<file path="src/set_assoc_lru_cache_sim_defines.svh">
// Assertion macros for the set-associative cache block
`ifndef SET_ASSOC_LRU_CACHE_SIM_DEFINES_SVH
`define SET_ASSOC_LRU_CACHE_SIM_DEFINES_SVH

`ifndef ASSERT_OFF
`define ASSERT_CHK(lbl, clk, rst_n, prop) \
    lbl: assert property (@(posedge clk) disable iff (!rst_n) prop) \
        else $error("assertion failed");
`define ASSERT_NEVER(lbl, clk, rst_n, cond) \
    lbl: assert property (@(posedge clk) disable iff (!rst_n) !(cond)) \
        else $error("forbidden condition seen");
`else
`define ASSERT_CHK(lbl, clk, rst_n, prop)
`define ASSERT_NEVER(lbl, clk, rst_n, cond)
`endif

`endif

</file>
<file path="src/slac_pkg.sv">
package slac_pkg;

    localparam int TAG_W   = 63;
    localparam int STAMP_W = 64;
    localparam int ADDR_W  = 64;

    localparam int CFG_IDX_W  = 2;
    localparam int CFG_DATA_W = 6;
    localparam int SET_CFG_W  = 3;
    localparam int OFF_CFG_W  = 6;
    localparam int WAY_CFG_W  = 4;

    localparam logic [CFG_IDX_W-1:0] CFG_SET_BITS = 2'd0;
    localparam logic [CFG_IDX_W-1:0] CFG_OFF_BITS = 2'd1;
    localparam logic [CFG_IDX_W-1:0] CFG_WAYS     = 2'd2;

    localparam logic [SET_CFG_W-1:0] SET_BITS_RST = 3'd1;
    localparam logic [OFF_CFG_W-1:0] OFF_BITS_RST = 6'd4;
    localparam logic [WAY_CFG_W-1:0] WAYS_RST     = 4'd1;

    localparam logic [1:0] MODE_LOAD   = 2'd0;
    localparam logic [1:0] MODE_STORE  = 2'd1;
    localparam logic [1:0] MODE_MODIFY = 2'd2;

    localparam logic [1:0] OUT_MISS  = 2'd0;
    localparam logic [1:0] OUT_HIT   = 2'd1;
    localparam logic [1:0] OUT_EVICT = 2'd2;

    typedef struct packed {
        logic               valid;
        logic [TAG_W-1:0]   tag;
        logic [STAMP_W-1:0] stamp;
    } t_line;

    typedef struct packed {
        logic       hit;
        logic       evict;
        logic [1:0] outcome;
    } t_lookup;

    typedef enum logic [1:0] {
        ST_CLEAR,
        ST_IDLE,
        ST_EVAL
    } t_state;

endpackage

</file>
<file path="src/slac_lookup.sv">
module slac_lookup #(
    parameter int MAX_WAYS = 8,
    localparam int WIDX = (MAX_WAYS > 1) ? $clog2(MAX_WAYS) : 1,
    localparam int WCW = $clog2(MAX_WAYS + 1)
) (
    input  slac_pkg::t_line [MAX_WAYS-1:0] i_row,
    input  logic [slac_pkg::TAG_W-1:0]     i_tag,
    input  logic [WCW-1:0]                 i_ways,
    output slac_pkg::t_lookup              o_res,
    output logic [WIDX-1:0]                o_way
);

    import slac_pkg::*;

    localparam int NL = 1 << $clog2(MAX_WAYS);

    logic [MAX_WAYS-1:0] w_use;
    logic [MAX_WAYS-1:0] w_match;
    logic [MAX_WAYS-1:0] w_free;
    logic                w_hit_any;
    logic                w_free_any;
    logic [WIDX-1:0]     w_hit_way;
    logic [WIDX-1:0]     w_free_way;
    logic [2*NL-1:0]     w_en;
    logic [STAMP_W-1:0]  w_st [2*NL];
    logic [WIDX-1:0]     w_ix [2*NL];

    always_comb begin
        w_hit_way  = '0;
        w_free_way = '0;
        for (int i = 0; i < MAX_WAYS; i++) begin
            w_use[i]   = (i < int'(i_ways));
            w_match[i] = w_use[i] && i_row[i].valid && (i_row[i].tag == i_tag);
            w_free[i]  = w_use[i] && !i_row[i].valid;
        end
        for (int i = MAX_WAYS - 1; i >= 0; i--) begin
            if (w_match[i]) begin
                w_hit_way = WIDX'(i);
            end
            if (w_free[i]) begin
                w_free_way = WIDX'(i);
            end
        end
        w_hit_any  = |w_match;
        w_free_any = |w_free;
    end

    // least recently used: smallest stamp, lower way wins ties
    always_comb begin
        for (int k = 0; k < 2 * NL; k++) begin
            w_en[k] = 1'b0;
            w_st[k] = '0;
            w_ix[k] = '0;
        end
        for (int i = 0; i < MAX_WAYS; i++) begin
            w_en[NL+i] = w_use[i];
            w_st[NL+i] = i_row[i].stamp;
            w_ix[NL+i] = WIDX'(i);
        end
        for (int k = NL - 1; k >= 1; k--) begin
            if (w_en[2*k+1] && (!w_en[2*k] || (w_st[2*k+1] < w_st[2*k]))) begin
                w_en[k] = 1'b1;
                w_st[k] = w_st[2*k+1];
                w_ix[k] = w_ix[2*k+1];
            end else begin
                w_en[k] = w_en[2*k];
                w_st[k] = w_st[2*k];
                w_ix[k] = w_ix[2*k];
            end
        end
    end

    always_comb begin
        o_res.hit   = w_hit_any;
        o_res.evict = !w_hit_any && !w_free_any;
        if (w_hit_any) begin
            o_res.outcome = OUT_HIT;
            o_way         = w_hit_way;
        end else if (w_free_any) begin
            o_res.outcome = OUT_MISS;
            o_way         = w_free_way;
        end else begin
            o_res.outcome = OUT_EVICT;
            o_way         = w_ix[1];
        end
    end

endmodule
</file>
<file path="config.mk">
export PLATFORM = sky130hd
export DESIGN_NAME = slac_lookup
export DESIGN_NICKNAME = d
export VERILOG_FILES = /design/src/set_assoc_lru_cache_sim_defines.svh /design/src/slac_pkg.sv /design/src/slac_lookup.sv
export SDC_FILE = /design/constraint.sdc
export NUM_CORES = 1
export LEC_CHECK = 0
export BUFFER_PORTS_ARGS = -buffer_cell sky130_fd_sc_hd__buf_2
export CELL_PAD_IN_SITES_DETAIL_PLACEMENT = 2
export CELL_PAD_IN_SITES_GLOBAL_PLACEMENT = 2
export CORE_AREA = 2 2 434 436
export DETAILED_ROUTE_END_ITERATION = 10
export DIE_AREA = 0 0 436 438
export PLACE_DENSITY = 0.44
export SLEW_MARGIN = 20
export SYNTH_ARGS = -nofsm -noshare
export SYNTH_HDL_FRONTEND = slang
export SYNTH_SLANG_ARGS = --single-unit
export TNS_END_PERCENT = 20
</file>
<file path="constraint.sdc">
create_clock -name vclk -period 18.3
set_input_delay 0 -clock vclk [all_inputs]
set_output_delay 0 -clock vclk [all_outputs]
set_load 0.1 [all_outputs]
</file>
==> results.cfg <==
[global_route]
grt_pass1_vias = 32984
grt_pass1_wl_um = 277000
grt_usage = 0.210
antenna_found_initial = 114
grt_overflow_total = 0
grt_max_degree = 74

[power_and_ir_drop]
seqPwrFrac = 0
vdd_drop_max_v = 0.0000196
power.density_nw_per_um2 = 37.7
total_power_mw = 1.20
p_clk_frac = 0
leakagePower_nw = 15.9
p_int_uw = 465
p_sw_uw = 737
p_sw_frac = 0.613
comb_power_share = 1.000

[synth]
synth_seq_area_share = 0
syn_area_per_cell_um2 = 7.02
synth_nets = 4831
syn_area_um2 = 23200
synth_cell_type_count = 71
yosysWarnings = 0
synthCells = 3299

[timing]
setup_tns_ps = 0
tightest_slew_ps = 959
drv_slew = 0
fin_crit_sh = 0.667
min_period_ps = 12210
fmax_mhz = 81.9
hold_violations = 0
maxSlewHeadroom = 0.344
worst_slack_ps = 6090
setup_viol = 0
rsz0062_at_grt = no

[clock_network]
cts_resized = 0
ctsHoldBuffers = 0
post_cts_buffers = 0

[placed_design]
place.gp.congestion = 0.869
post-dp-hpwl_um = 192000
place_ws_ps = 5730
port-buffer-count = 1098

[min_path]
holdPathStages = 6
worstHoldStart = i_row[895]
holdPathEnd = o_res[1]
hold_class = in2out

[worst_setup_path]
worstPathArrival_ps = 12210
crit_fanout = 54
worst-setup-path-type = in2out
crit_slowest_cell = buf_4
start_kind = primary input
crit_top_cell = or3_1
end_kind = output pin
crit_required_ps = 18300
max_stage_delay_ps = 690
cp-startpoint = i_row[307]

[outcome]
status = finished, final reports clean

[route]
postRouteAntennaNets = 0
drc = 0
wl_um = 210000
initialDrtViolationCount = 939
vias = 29824
via_per_inst = 4.35
drtPass1Iterations = 4
wire_per_inst_um = 30.6

[layout]
drive_gt1_frac = 0.286
fillers = 22570
area_growth_pct = 37.5
regArea_um2 = 0
clockBufferCount = 0
seq_cells = 0
layout.nets = 5859

[floorplanning]
rows = 159
initial_core_util = 0.124
coreArea_um2 = 187000
die_y_um = 438
die_area_um2 = 191000
ioPinCount = 1098
die_w_um = 436

[job]
maxCapViolCount = 0
layer usage:
layer / global-route usage / vias to the layer above / routed length (µm)
li1: - / 13931 / -
met2: 0.415 / 1008 / 113000
met5: 0 / - / 301
met1: 0.219 / 14486 / 77700
met3: 0.0294 / 353 / 8730
met4: 0.0832 / 46 / 10500
final cells by class:
| class | instances | area [µm²] | area share |
|---|---|---|---|
| Multi-Input combinational cell | 2721 | 21000 | 0.660 |
| Timing Repair Buffer | 1149 | 5890 | 0.185 |
| Inverter | 455 | 1710 | 0.0536 |
| Tap cell | 2495 | 3120 | 0.0980 |
| Antenna cell | 40 | 100 | 0.00314 |
power by group through the flow:
stage          sequential, mW   clock (mW)  combinational, mW
6_report                    0  0.000000295               1.20
5_1_grt                     0  0.000000192               1.33
4_1_cts                     0            0               1.23
3_5_place_dp                0            0               1.23
3_3_place_gp                0            0               1.21
2_1_floorplan               0            0              0.670
logic make-up (layout without fill, tap and decap cells):
logic type	after synthesis	count (layout)	synth area share
and+or+nand+nor	1033	1033	0.241
buffers and inverters	578	1604	0.0945
AOI/OAI and AO/OA	611	611	0.169
muxes	257	257	0.115
other	0	40	0
adders and majority gates	441	441	0.238
xor gates and xnor gates	379	379	0.143
how the worst max path moves through the flow:
stage,endpoint,cells past startpoint
finish,o_way[0],34
global route,o_way[0],34
CTS,o_way[0],33
detailed placement,o_way[0],33
global placement,o_way[0],33
floorplan,o_way[2],33
cells in the mapped netlist, drive strengths merged (5+ instances only):
| cell type | n | area [µm²] |
|---|---|---|
| a2111o | 5 | 56.3 |
| a2111oi | 27 | 236 |
| a211oi | 28 | 215 |
| a21boi | 9 | 67.6 |
| a21o | 64 | 484 |
| a21oi | 262 | 1310 |
| a221oi | 18 | 158 |
| a22o | 7 | 61.3 |
| a31oi | 6 | 37.5 |
| and2 | 7 | 43.8 |
| and4 | 16 | 140 |
| buf | 25 | 113 |
| clkbuf | 98 | 368 |
| ha | 441 | 5520 |
| inv | 455 | 1710 |
| mux2 | 64 | 724 |
| mux2i | 193 | 1930 |
| nand2 | 159 | 597 |
| nand2b | 74 | 463 |
| nand3 | 56 | 280 |
| nand3b | 5 | 37.5 |
| nand4 | 174 | 1090 |
| nand4b | 11 | 96.3 |
| nor2 | 229 | 860 |
| nor2b | 66 | 413 |
| nor3 | 47 | 235 |
| nor3b | 8 | 60.1 |
| nor4 | 117 | 732 |
| nor4b | 17 | 149 |
| nor4bb | 6 | 60.1 |
| o2111ai | 12 | 105 |
| o211ai | 10 | 80.1 |
| o21a | 10 | 75.1 |
| o21ai | 74 | 370 |
| o221ai | 7 | 61.3 |
| o22ai | 18 | 113 |
| o2bb2ai | 11 | 96.3 |
| or3 | 9 | 56.3 |
| or4 | 15 | 113 |
| xnor2 | 186 | 1630 |
| xor2 | 193 | 1690 |
worst max-delay path, delay by kind of cell:
family          cells  cell delay [ps]
simple gates       13             4620
fa+ha+maj           3              940
compound gates      8             2850
buf+inv             7             2350
mux                 3             1260
stage by stage:
stage                     hold slack (ps)  utilization  instances  instance area [µm²]
after detailed placement              828        0.170       6819                31700
after global placement                820        0.170       6819                31700
final                                 796        0.171       6860                31800
after CTS                             832        0.170       6819                31700
after floorplan                       545            -       3299                23200
after global routing                  884        0.170       6846                31800
placed cells by master (no fill, tap or decap), types with 50 or more instances in the layout:
cell type | netlist | routed
nand2b_1 | 74 | 74
nand3_1 | 56 | 56
buf_4 | 3 | 50
mux2_2 | 63 | 63
nor2_1 | 229 | 228
o21ai_0 | 74 | 74
nand2_1 | 159 | 158
buf_2 | 6 | 1098
nand4_1 | 174 | 174
inv_1 | 455 | 455
a21oi_1 | 262 | 262
nor2b_1 | 66 | 65
nor4_1 | 117 | 116
a21o_1 | 61 | 61
xnor2_1 | 186 | 186
mux2i_1 | 193 | 193
ha_1 | 441 | 441
xor2_1 | 193 | 193
Note: power is estimated with default switching activity, not from simulation.
